### src/rtl/core/caldc_pkg.sv
// ============================================================================
// caldc_pkg
// Types, constants and calendar helper functions shared by the date counter.
// ============================================================================
package caldc_pkg;

    localparam int DAY_W  = 5;
    localparam int MON_W  = 4;
    localparam int YEAR_W = 14;
    localparam int SER_W  = 22;
    localparam int IDX_W  = 2;

    localparam logic [YEAR_W-1:0] YEAR_MAX = 14'd9999;

    // Day number of 2000-01-01, the reset date.
    localparam logic [SER_W-1:0] RESET_SERIAL = 22'd730486;

    // y / 100 = (y * 5243) >> 19 and y / 400 = (y * 5243) >> 21 for y up to 9999.
    localparam logic [12:0] RECIP_100 = 13'd5243;

    typedef enum logic [1:0] {
        OP_LOAD = 2'd0,
        OP_FWD  = 2'd1,
        OP_BACK = 2'd2,
        OP_DIFF = 2'd3
    } t_op;

    localparam logic [IDX_W-1:0] CFG_START_DAY   = 2'd0;
    localparam logic [IDX_W-1:0] CFG_START_MONTH = 2'd1;
    localparam logic [IDX_W-1:0] CFG_START_YEAR  = 2'd2;

    typedef struct packed {
        logic a;    // load enable of the first normalization stage
        logic b;    // load enable of the second normalization stage
    } t_stage_en;

    typedef struct packed {
        logic [DAY_W-1:0]  day;
        logic [MON_W-1:0]  month;
        logic [YEAR_W-1:0] year;
        logic [6:0]        year_mod100;
        logic [1:0]        cent_mod4;
        logic [SER_W-1:0]  serial;
    } t_norm_date;

    // Month codes 0 and 13..15 wrap modulo 12, with 0 standing for December.
    function automatic logic [MON_W-1:0] fix_month(input logic [MON_W-1:0] m);
        logic [MON_W-1:0] r;
        case (m)
            4'd0:    r = 4'd12;
            4'd13:   r = 4'd1;
            4'd14:   r = 4'd2;
            4'd15:   r = 4'd3;
            default: r = m;
        endcase
        return r;
    endfunction

    function automatic logic [DAY_W-1:0] days_in_month(input logic [MON_W-1:0] m,
                                                       input logic leap);
        logic [DAY_W-1:0] r;
        case (m)
            4'd2:                     r = leap ? 5'd29 : 5'd28;
            4'd4, 4'd6, 4'd9, 4'd11:  r = 5'd30;
            default:                  r = 5'd31;
        endcase
        return r;
    endfunction

    function automatic logic [8:0] days_before(input logic [MON_W-1:0] m);
        logic [8:0] r;
        case (m)
            4'd2:    r = 9'd31;
            4'd3:    r = 9'd59;
            4'd4:    r = 9'd90;
            4'd5:    r = 9'd120;
            4'd6:    r = 9'd151;
            4'd7:    r = 9'd181;
            4'd8:    r = 9'd212;
            4'd9:    r = 9'd243;
            4'd10:   r = 9'd273;
            4'd11:   r = 9'd304;
            4'd12:   r = 9'd334;
            default: r = 9'd0;
        endcase
        return r;
    endfunction

endpackage

### src/rtl/core/caldc_ifs.sv
// ============================================================================
// caldc_ifs
// Valid/ready channels of the date counter: items in, results out, config.
// ============================================================================
interface caldc_in_if;
    import caldc_pkg::*;
    logic              valid;
    logic              ready;
    logic [1:0]        op;
    logic [DAY_W-1:0]  other_day;
    logic [MON_W-1:0]  other_month;
    logic [YEAR_W-1:0] other_year;

    modport source (output valid, op, other_day, other_month, other_year, input ready);
    modport sink   (input valid, op, other_day, other_month, other_year, output ready);
endinterface

interface caldc_out_if;
    import caldc_pkg::*;
    logic              valid;
    logic              ready;
    logic [DAY_W-1:0]  cur_day;
    logic [MON_W-1:0]  cur_month;
    logic [YEAR_W-1:0] cur_year;
    logic [SER_W-1:0]  day_difference;
    logic              at_limit;

    modport source (output valid, cur_day, cur_month, cur_year, day_difference, at_limit,
                    input ready);
    modport sink   (input valid, cur_day, cur_month, cur_year, day_difference, at_limit,
                    output ready);
endinterface

interface caldc_cfg_if;
    import caldc_pkg::*;
    logic              valid;
    logic              ready;
    logic [IDX_W-1:0]  idx;
    logic [YEAR_W-1:0] data;

    modport source (output valid, idx, data, input ready);
    modport sink   (input valid, idx, data, output ready);
endinterface

### src/rtl/core/caldc_date_norm.sv
// ============================================================================
// caldc_date_norm
// Two-stage date normalizer: clamps the fields and computes the day number.
// ============================================================================
module caldc_date_norm (
    input  logic                     i_clk,
    input  caldc_pkg::t_stage_en     i_en,
    input  logic [caldc_pkg::DAY_W-1:0]  i_day,
    input  logic [caldc_pkg::MON_W-1:0]  i_month,
    input  logic [caldc_pkg::YEAR_W-1:0] i_year,
    output caldc_pkg::t_norm_date    o_date
);
    import caldc_pkg::*;

    // First stage: clamp year, wrap month, start the constant multiplications.
    logic [YEAR_W-1:0] w_year_c;
    logic [DAY_W-1:0]  r_day_a;
    logic [MON_W-1:0]  r_month_a;
    logic [YEAR_W-1:0] r_year_a;
    logic [25:0]       r_prod_a;
    logic [SER_W-1:0]  r_y365_a;

    assign w_year_c = (i_year > YEAR_MAX) ? YEAR_MAX : i_year;

    always_ff @(posedge i_clk) begin
        if (i_en.a) begin
            r_day_a   <= i_day;
            r_month_a <= fix_month(i_month);
            r_year_a  <= w_year_c;
            r_prod_a  <= 26'(27'(w_year_c) * 27'(RECIP_100));
            r_y365_a  <= 22'(23'(w_year_c) * 23'd365);
        end
    end

    // Second stage: leap rule, day check and the day-number sum.
    logic [6:0]        w_q100;
    logic [4:0]        w_q400;
    logic [6:0]        w_mod100;
    logic              w_leap;
    logic [11:0]       w_leaps;
    logic [DAY_W-1:0]  w_dim;
    logic [DAY_W-1:0]  w_day;
    logic [SER_W-1:0]  w_serial;

    always_comb begin
        w_q100   = r_prod_a[25:19];
        w_q400   = r_prod_a[25:21];
        w_mod100 = 7'(r_year_a - 14'(w_q100) * 14'd100);
        w_leap   = (w_mod100 == 7'd0) ? (w_q100[1:0] == 2'd0) : (r_year_a[1:0] == 2'd0);
        // Leap years from year 0 through this one; the current year only
        // counts once February is over.
        w_leaps  = 12'(r_year_a[13:2]) - 12'(w_q100) + 12'(w_q400) + 12'd1
                   - 12'((r_month_a <= 4'd2) && w_leap);
        w_dim    = days_in_month(r_month_a, w_leap);
        w_day    = (r_day_a == 5'd0 || r_day_a > w_dim) ? 5'd1 : r_day_a;
        w_serial = r_y365_a + 22'(w_leaps) + 22'(days_before(r_month_a)) + 22'(w_day);
    end

    always_ff @(posedge i_clk) begin
        if (i_en.b) begin
            o_date.day         <= w_day;
            o_date.month       <= r_month_a;
            o_date.year        <= r_year_a;
            o_date.year_mod100 <= w_mod100;
            o_date.cent_mod4   <= w_q100[1:0];
            o_date.serial      <= w_serial;
        end
    end

endmodule

### src/rtl/core/calendar_date_counter.sv
// Items pass the input, normalizer and output registers in order.
// Throughput: one item per cycle unless the output stalls; the held date,
// its day number and its leap-rule counters update at once in the last stage.
// The start date is normalized continuously from the configuration registers.
// Reset (synchronous, active low) empties the pipeline and sets the held
// date and the start date to 2000-01-01.
// ============================================================================
// calendar_date_counter
// Gregorian date counter: load, step forward/back, and day difference.
// ============================================================================
module calendar_date_counter (
    input  logic        i_clk,
    input  logic        i_rst_n,
    caldc_in_if.sink    i_in,
    caldc_out_if.source o_out,
    caldc_cfg_if.sink   i_cfg
);
    import caldc_pkg::*;

    // ---------------- configuration ----------------
    logic [DAY_W-1:0]  r_start_day;
    logic [MON_W-1:0]  r_start_month;
    logic [YEAR_W-1:0] r_start_year;

    assign i_cfg.ready = 1'b1;

    always_ff @(posedge i_clk) begin
        if (!i_rst_n) begin
            r_start_day   <= 5'd1;
            r_start_month <= 4'd1;
            r_start_year  <= 14'd2000;
        end else if (i_cfg.valid) begin
            case (i_cfg.idx)
                CFG_START_DAY:   r_start_day   <= i_cfg.data[DAY_W-1:0];
                CFG_START_MONTH: r_start_month <= i_cfg.data[MON_W-1:0];
                CFG_START_YEAR:  r_start_year  <= i_cfg.data;
                default: ;
            endcase
        end
    end

    t_norm_date w_start;

    caldc_date_norm u_start_norm (
        .i_clk   (i_clk),
        .i_en    ('{a: 1'b1, b: 1'b1}),
        .i_day   (r_start_day),
        .i_month (r_start_month),
        .i_year  (r_start_year),
        .o_date  (w_start)
    );

    // ---------------- pipeline control ----------------
    logic r_v0, r_v1, r_v2, r_ov;
    logic w_load_out, w_take2, w_take1, w_take0;

    assign w_load_out = r_v2 && (!r_ov || o_out.ready);
    assign w_take2    = !r_v2 || w_load_out;
    assign w_take1    = !r_v1 || w_take2;
    assign w_take0    = !r_v0 || w_take1;
    assign i_in.ready = w_take0;

    always_ff @(posedge i_clk) begin
        if (!i_rst_n) begin
            r_v0 <= 1'b0;
            r_v1 <= 1'b0;
            r_v2 <= 1'b0;
            r_ov <= 1'b0;
        end else begin
            if (w_take0) r_v0 <= i_in.valid;
            if (w_take1) r_v1 <= r_v0;
            if (w_take2) r_v2 <= r_v1;
            if (w_load_out)       r_ov <= 1'b1;
            else if (o_out.ready) r_ov <= 1'b0;
        end
    end

    // ---------------- input register ----------------
    t_op               r_op0, r_op1, r_op2;
    logic [DAY_W-1:0]  r_oday0;
    logic [MON_W-1:0]  r_omon0;
    logic [YEAR_W-1:0] r_oyear0;

    always_ff @(posedge i_clk) begin
        if (w_take0) begin
            r_op0    <= t_op'(i_in.op);
            r_oday0  <= i_in.other_day;
            r_omon0  <= i_in.other_month;
            r_oyear0 <= i_in.other_year;
        end
        if (w_take1) r_op1 <= r_op0;
        if (w_take2) r_op2 <= r_op1;
    end

    t_norm_date w_other;

    caldc_date_norm u_other_norm (
        .i_clk   (i_clk),
        .i_en    ('{a: w_take1, b: w_take2}),
        .i_day   (r_oday0),
        .i_month (r_omon0),
        .i_year  (r_oyear0),
        .o_date  (w_other)
    );

    // ---------------- held date and result stage ----------------
    logic [DAY_W-1:0]  r_held_day, n_held_day;
    logic [MON_W-1:0]  r_held_month, n_held_month;
    logic [YEAR_W-1:0] r_held_year, n_held_year;
    logic [SER_W-1:0]  r_held_ser, n_held_ser;
    logic [6:0]        r_ymod100, n_ymod100;
    logic [1:0]        r_cent4, n_cent4;
    logic [SER_W-1:0]  n_diff;
    logic              n_limit;
    logic              w_leap;
    logic [DAY_W-1:0]  w_dim;
    logic [MON_W-1:0]  w_prev_month;

    assign w_leap       = (r_ymod100 == 7'd0) ? (r_cent4 == 2'd0) : (r_ymod100[1:0] == 2'd0);
    assign w_dim        = days_in_month(r_held_month, w_leap);
    assign w_prev_month = (r_held_month <= 4'd1) ? 4'd12 : r_held_month - 4'd1;

    always_comb begin
        n_held_day   = r_held_day;
        n_held_month = r_held_month;
        n_held_year  = r_held_year;
        n_held_ser   = r_held_ser;
        n_ymod100    = r_ymod100;
        n_cent4      = r_cent4;
        n_diff       = '0;
        n_limit      = 1'b0;
        case (r_op2)
            OP_LOAD: begin
                n_held_day   = w_start.day;
                n_held_month = w_start.month;
                n_held_year  = w_start.year;
                n_held_ser   = w_start.serial;
                n_ymod100    = w_start.year_mod100;
                n_cent4      = w_start.cent_mod4;
            end
            OP_FWD: begin
                if (r_held_year >= YEAR_MAX && r_held_month == 4'd12 && r_held_day >= 5'd31) begin
                    n_limit = 1'b1;
                end else begin
                    n_held_ser = r_held_ser + 22'd1;
                    if (r_held_day >= w_dim) begin
                        n_held_day = 5'd1;
                        if (r_held_month >= 4'd12) begin
                            n_held_month = 4'd1;
                            n_held_year  = r_held_year + 14'd1;
                            if (r_ymod100 == 7'd99) begin
                                n_ymod100 = 7'd0;
                                n_cent4   = r_cent4 + 2'd1;
                            end else begin
                                n_ymod100 = r_ymod100 + 7'd1;
                            end
                        end else begin
                            n_held_month = r_held_month + 4'd1;
                        end
                    end else begin
                        n_held_day = r_held_day + 5'd1;
                    end
                end
            end
            OP_BACK: begin
                if (r_held_year == 14'd0 && r_held_month == 4'd1 && r_held_day <= 5'd1) begin
                    n_limit = 1'b1;
                end else begin
                    n_held_ser = r_held_ser - 22'd1;
                    if (r_held_day <= 5'd1) begin
                        n_held_month = w_prev_month;
                        // December is 31 days whatever the year, so the
                        // current year's leap flag serves for the new month.
                        n_held_day   = days_in_month(w_prev_month, w_leap);
                        if (r_held_month <= 4'd1) begin
                            n_held_year = r_held_year - 14'd1;
                            if (r_ymod100 == 7'd0) begin
                                n_ymod100 = 7'd99;
                                n_cent4   = r_cent4 - 2'd1;
                            end else begin
                                n_ymod100 = r_ymod100 - 7'd1;
                            end
                        end
                    end else begin
                        n_held_day = r_held_day - 5'd1;
                    end
                end
            end
            OP_DIFF: begin
                n_diff = (r_held_ser > w_other.serial) ? r_held_ser - w_other.serial
                                                       : w_other.serial - r_held_ser;
            end
            default: ;
        endcase
    end

    logic [DAY_W-1:0]  r_o_day;
    logic [MON_W-1:0]  r_o_month;
    logic [YEAR_W-1:0] r_o_year;
    logic [SER_W-1:0]  r_o_diff;
    logic              r_o_limit;

    always_ff @(posedge i_clk) begin
        if (!i_rst_n) begin
            r_held_day   <= 5'd1;
            r_held_month <= 4'd1;
            r_held_year  <= 14'd2000;
            r_held_ser   <= RESET_SERIAL;
            r_ymod100    <= 7'd0;
            r_cent4      <= 2'd0;
        end else if (w_load_out) begin
            r_held_day   <= n_held_day;
            r_held_month <= n_held_month;
            r_held_year  <= n_held_year;
            r_held_ser   <= n_held_ser;
            r_ymod100    <= n_ymod100;
            r_cent4      <= n_cent4;
        end
    end

    always_ff @(posedge i_clk) begin
        if (w_load_out) begin
            r_o_day   <= n_held_day;
            r_o_month <= n_held_month;
            r_o_year  <= n_held_year;
            r_o_diff  <= n_diff;
            r_o_limit <= n_limit;
        end
    end

    assign o_out.valid          = r_ov;
    assign o_out.cur_day        = r_o_day;
    assign o_out.cur_month      = r_o_month;
    assign o_out.cur_year       = r_o_year;
    assign o_out.day_difference = r_o_diff;
    assign o_out.at_limit       = r_o_limit;

    // ---------------- assertions ----------------
    a_limit_at_edge: assert property (@(posedge i_clk) disable iff (!i_rst_n)
        (r_ov && r_o_limit) |->
            ((r_o_year == YEAR_MAX && r_o_month == 4'd12 && r_o_day == 5'd31) ||
             (r_o_year == 14'd0 && r_o_month == 4'd1 && r_o_day == 5'd1)))
        else $error("at_limit reported away from the ends of the date range");

    a_held_in_range: assert property (@(posedge i_clk) disable iff (!i_rst_n)
        (r_held_day >= 5'd1 && r_held_month >= 4'd1 && r_held_month <= 4'd12 &&
         r_held_year <= YEAR_MAX && r_ymod100 <= 7'd99))
        else $error("held date or year counters out of range");

    a_full_stall: assert property (@(posedge i_clk) disable iff (!i_rst_n)
        (r_v0 && r_v1 && r_v2 && r_ov && !o_out.ready) |-> !i_in.ready)
        else $error("input accepted while every stage is full and stalled");

    a_year_step_mod: assert property (@(posedge i_clk) disable iff (!i_rst_n)
        ($past(w_load_out) && $past(r_op2) == OP_FWD &&
         r_held_year != $past(r_held_year)) |-> (r_held_month == 4'd1 && r_held_day == 5'd1))
        else $error("year advanced without landing on the first of January");

endmodule
### src/flat_wrapper.sv
// flat-port wrapper written by rule: the top's interface ports become plain ports
module calendar_date_counter_flat import caldc_pkg::*;
  (i_clk, i_rst_n, i_in_valid, i_in_op, i_in_other_day, i_in_other_month, i_in_other_year, i_in_ready, o_out_valid, o_out_cur_day, o_out_cur_month, o_out_cur_year, o_out_day_difference, o_out_at_limit, o_out_ready, i_cfg_valid, i_cfg_idx, i_cfg_data, i_cfg_ready);
  caldc_in_if i_in_i ();
  caldc_out_if o_out_i ();
  caldc_cfg_if i_cfg_i ();
  input  logic i_clk;
  input  logic i_rst_n;
  input wire logic [$bits(i_in_i.valid)-1:0] i_in_valid;
  input wire logic [$bits(i_in_i.op)-1:0] i_in_op;
  input wire logic [$bits(i_in_i.other_day)-1:0] i_in_other_day;
  input wire logic [$bits(i_in_i.other_month)-1:0] i_in_other_month;
  input wire logic [$bits(i_in_i.other_year)-1:0] i_in_other_year;
  output wire logic [$bits(i_in_i.ready)-1:0] i_in_ready;
  output wire logic [$bits(o_out_i.valid)-1:0] o_out_valid;
  output wire logic [$bits(o_out_i.cur_day)-1:0] o_out_cur_day;
  output wire logic [$bits(o_out_i.cur_month)-1:0] o_out_cur_month;
  output wire logic [$bits(o_out_i.cur_year)-1:0] o_out_cur_year;
  output wire logic [$bits(o_out_i.day_difference)-1:0] o_out_day_difference;
  output wire logic [$bits(o_out_i.at_limit)-1:0] o_out_at_limit;
  input wire logic [$bits(o_out_i.ready)-1:0] o_out_ready;
  input wire logic [$bits(i_cfg_i.valid)-1:0] i_cfg_valid;
  input wire logic [$bits(i_cfg_i.idx)-1:0] i_cfg_idx;
  input wire logic [$bits(i_cfg_i.data)-1:0] i_cfg_data;
  output wire logic [$bits(i_cfg_i.ready)-1:0] i_cfg_ready;
  assign i_in_i.valid = i_in_valid;
  assign i_in_i.op = i_in_op;
  assign i_in_i.other_day = i_in_other_day;
  assign i_in_i.other_month = i_in_other_month;
  assign i_in_i.other_year = i_in_other_year;
  assign i_in_ready = i_in_i.ready;
  assign o_out_valid = o_out_i.valid;
  assign o_out_cur_day = o_out_i.cur_day;
  assign o_out_cur_month = o_out_i.cur_month;
  assign o_out_cur_year = o_out_i.cur_year;
  assign o_out_day_difference = o_out_i.day_difference;
  assign o_out_at_limit = o_out_i.at_limit;
  assign o_out_i.ready = o_out_ready;
  assign i_cfg_i.valid = i_cfg_valid;
  assign i_cfg_i.idx = i_cfg_idx;
  assign i_cfg_i.data = i_cfg_data;
  assign i_cfg_ready = i_cfg_i.ready;
  calendar_date_counter u_core (.i_clk(i_clk), .i_rst_n(i_rst_n), .i_in(i_in_i), .o_out(o_out_i), .i_cfg(i_cfg_i));
endmodule
### config.mk
export PLATFORM = sky130hd
export DESIGN_NAME = calendar_date_counter_flat
export DESIGN_NICKNAME = d
export VERILOG_FILES = /design/src/rtl/core/caldc_pkg.sv /design/src/rtl/core/caldc_ifs.sv /design/src/rtl/core/caldc_date_norm.sv /design/src/rtl/core/calendar_date_counter.sv /design/src/flat_wrapper.sv
export SDC_FILE = /design/constraint.sdc
export NUM_CORES = 2
export LEC_CHECK = 0
export BUFFER_PORTS_ARGS = -buffer_cell sky130_fd_sc_hd__buf_2
export CAP_MARGIN = 20
export CORE_UTILIZATION = 36
export DETAILED_ROUTE_END_ITERATION = 12
export GPL_TIMING_DRIVEN = 0
export PLACE_DENSITY = 0.64
export RECOVER_POWER = 100
export SKIP_CTS_REPAIR_TIMING = 1
export SKIP_LAST_GASP = 1
export SLEW_MARGIN = 20
export SYNTH_ARGS = -nofsm -noshare
export SYNTH_HDL_FRONTEND = slang
export SYNTH_SLANG_ARGS = --single-unit
export TNS_END_PERCENT = 30
### constraint.sdc
create_clock -name i_clk -period 6.7 [get_ports i_clk]
set_input_delay 0.335 -clock i_clk [delete_from_list [all_inputs] [get_ports i_clk]]
set_output_delay 0.335 -clock i_clk [all_outputs]
set_load 0.05 [all_outputs]
==> reports/results.ini <==
[status]
status = finished, violations left
violations = max-capacitance violations, max-slew violations, negative setup slack

[setup_path]
critPathSlowestCell = fa_1
cp_slowest_stage_delay_ns = 0.53
cp_common_cell = fa_1
cp_max_fo = 4
critPathArrivalTime_ns = 7.61
start_kind = flip-flop
crit_type = flip-flop to flip-flop
cp.required_ns = 7.16
cp-end-kind = flip-flop

[yosys]
synthesis.area_um2 = 31000
ys_warn_count = 0
synthFlopType = dfxtp_1
avgSynthCellArea_um2 = 9.53
synth_edf_count = 147
synth_cells = 3255
synth_nets = 4008
synth-seq-area-share_pct = 27.2
async_reset_ff_share_pct = 0
ys_seq_elements = 348
ys_types = 87

[pwr]
vdd_ir_drop_max_uv = 570
clockPowerShare_pct = 11.9
p_switching_w = 0.00877
internal_power_w = 0.0111
power_frac_seq_pct = 16.9
power_leakage_nw = 16.5
p_per_area_nw_per_um2 = 561
swShare_pct = 44.2
p_comb_share_pct = 71.2

[clock_network]
clk_latency_ns = 0.61
cts_tree = done
cts_max_level = 2
cts_buffers = 42
clock-sinks = 348
path_clk_slew_ns = 0.06
root_buffer = clkbuf_16
clock_tree.buffer_depth = 3

[die]
core_area_um2 = 85300
start_util_pct = 36.4
dieHeight_um = 296
ios = 95
die_w_um = 296
row_count = 107
die_area_um2 = 87300

[finish]
nets = 4200
syn2layout_area_growth_pct = 14.1
seq_area_um2 = 8440
nFillCells = 8358
drive_above_1_share_pct = 8.02
final_util_pct = 41.5
multiInputGateArea_um2 = 20500
stdcell_area_um2 = 35400

[sta]
clock.fmax_mhz = 140
timing.hold.ws_ns = 0.00971
report.final.setup_viol = 23
finalSetupTns_ns = -5.02
tightest_slew_ns = 2.02
relSlewSlack_pct = -34.7
fin_skew_ns = 0.0371
rsz0062_at_grt = true
worst_slack_ns = -0.453
fin_crit_sh_pct = 107
period_needed_ns = 7.15
hold_viol = 0
drv_slew = 74

[routing]
via_count = 22899
wl_per_cell_um = 16.1
drt_wl_total_um = 74600
first_iter_violations = 1110
drt_pass1_iterations = 5
viasPerCell = 4.95
drtAntennaViolNets = 0
route.detailed.drc = 0

[hold_path]
holdCritPathClass = input port to flip-flop

[global_routing]
grt_pass1_wl_um = 119000
antenna_found_initial = 4
grt_max_degree = 35
grt_usage_pct = 17.0
grt_pass1_vias = 22338
grt_overflow = 0

[place]
postPlaceCellArea_um2 = 33000
hpwlAfterDp_um = 59900
port_buffers = 92
gp_congestion = 0.940
preCtsSetupSlack_ns = -1.03

[job]
maxCapViolCount = 3

metrics by stage:
stage                     cells  power [W]
after CTS                  4570     0.0181
after global routing       4625     0.0219
after global placement     4491     0.0154
final                      4625     0.0198
after floorplan            3255     0.0129
after detailed placement   4493     0.0156
cell families after synthesis:
kind of cell	count (synthesis)	share of synthesized area, %
compound gates	604	12.6
xor+xnor	169	4.77
mux	49	1.60
buf+inv	686	8.44
simple gates	691	10.7
other cells	1	0.0121
flops	348	27.2
fa+ha+maj	707	34.6
power by group through the flow:
stage | logic (W) | clock network [W] | registers, W
floorplan | 0.00962 | 0 | 0.00330
global placement | 0.0120 | 0 | 0.00338
detailed placement | 0.0122 | 0 | 0.00339
CTS | 0.0123 | 0.00241 | 0.00335
global route | 0.0160 | 0.00249 | 0.00339
finish | 0.0141 | 0.00235 | 0.00336
state kept, by name (all words and copies together) (netlist names), 7 cells and up, named ones only:
signal,count
u_core.u_other_norm.r_prod_a,7
u_core.u_start_norm.r_year_a,12
u_core.r_ymod100,7
u_core.u_start_norm.r_y365_a,22
u_core.u_other_norm.r_year_a,14
u_core.r_held_year,14
u_core.o_out.day_difference,22
u_core.u_start_norm.o_date,52
u_core.u_other_norm.r_y365_a,20
u_core.r_start_year,14
u_core.u_other_norm.o_date,22
u_core.r_held_ser,22
u_core.o_out.cur_year,14
u_core.r_oyear0,14
u_core.u_start_norm.r_prod_a,7
cells in the final DEF (no fill, tap or decap), types with 16 or more instances in the layout:
cell | Yosys | routed
dlygate4sd3_1 | 0 | 33
nand2b_1 | 42 | 39
o21a_1 | 17 | 17
o211ai_1 | 29 | 29
and3_1 | 17 | 17
nand3_1 | 59 | 58
nor3_1 | 57 | 56
edfxtp_1 | 147 | 147
ha_1 | 455 | 432
fa_1 | 252 | 244
clkbuf_1 | 68 | 130
dfxtp_1 | 201 | 200
mux2i_1 | 45 | 45
a211oi_1 | 23 | 23
buf_2 | 9 | 50
or3_1 | 16 | 16
inv_1 | 596 | 584
nor2b_1 | 34 | 32
nand2_1 | 208 | 207
a221oi_1 | 26 | 26
buf_4 | 4 | 21
a21oi_1 | 195 | 181
xnor2_1 | 123 | 113
a21o_1 | 47 | 47
o31ai_1 | 17 | 17
o21ai_0 | 115 | 101
a31oi_1 | 22 | 20
nor2_1 | 172 | 170
ha_4 | 0 | 16
clkbuf_16 | 0 | 42
xor2_1 | 46 | 45
cells in the mapped netlist (15+ instances only):
library cell  count  area share, %
inv_1           596            7.2
ha_1            455             18
fa_1            252             16
nand2_1         208            2.5
dfxtp_1         201             13
a21oi_1         195            3.1
nor2_1          172            2.1
edfxtp_1        147             14
xnor2_1         123            3.5
o21ai_0         115            1.9
clkbuf_1         68           0.82
nand3_1          59           0.95
nor3_1           57           0.92
a21o_1           47            1.1
xor2_1           46            1.3
mux2i_1          45            1.5
nand2b_1         42           0.85
nor2b_1          34           0.69
o211ai_1         29           0.70
a221oi_1         26           0.73
a211oi_1         23           0.56
a31oi_1          22           0.44
and3_1           17           0.34
o21a_1           17           0.41
o31ai_1          17           0.41
or3_1            16           0.32
nand4_1          15           0.30
nor4_1           15           0.30
metal layers:
| metal | vias up | GRT usage, % | part of all wire [%] |
|---|---|---|---|
| li1 | 11352 | - | - |
| met1 | 10909 | 23.6 | 47 |
| met2 | 510 | 27.8 | 46 |
| met3 | 122 | 2.24 | 4.8 |
| met4 | 6 | 4.79 | 2.6 |
| met5 | - | 0 | 0.054 |
layout make-up:
| type | instances | area share (%) |
|---|---|---|
| Clock buffer | 54 | 3.24 |
| Sequential cell | 348 | 23.9 |
| Antenna cell | 1 | 0.00707 |
| Clock inverter | 23 | 0.873 |
| Multi-Input combinational cell | 2221 | 58.1 |
| Timing Repair Buffer | 148 | 2.54 |
| Inverter | 599 | 6.36 |
| Buffer | 87 | 1.01 |
| Tap cell | 1144 | 4.05 |
critical path: cells and delay by family (launching register included):
family,cells,cell delay [ns]
adder cells (fa/ha/maj),8,3.13
AO/OA/AOI/OAI,9,1.76
buffers and inverters,4,0.45
XOR/XNOR,2,0.25
AND/OR/NAND/NOR,5,1.04
flip-flops,1,0.42
worst paths after layout:
| check | start | endpoint | slack [ns] | depth (start not counted) |
|---|---|---|---|---|
| min reg2reg | u_core.u_start_norm.r_year_a[8] | u_core.u_start_norm.o_date[39] | 0.34 | 0 |
| max reg2reg | u_core.u_start_norm.r_year_a[2] | u_core.u_start_norm.o_date[17] | -0.45 | 28 |
| min | i_cfg_data[5] | u_core.r_start_year[5] | 0.01 | 3 |
| max | u_core.u_start_norm.r_year_a[2] | u_core.u_start_norm.o_date[17] | -0.45 | 28 |
(Power assumes the default switching activity.)
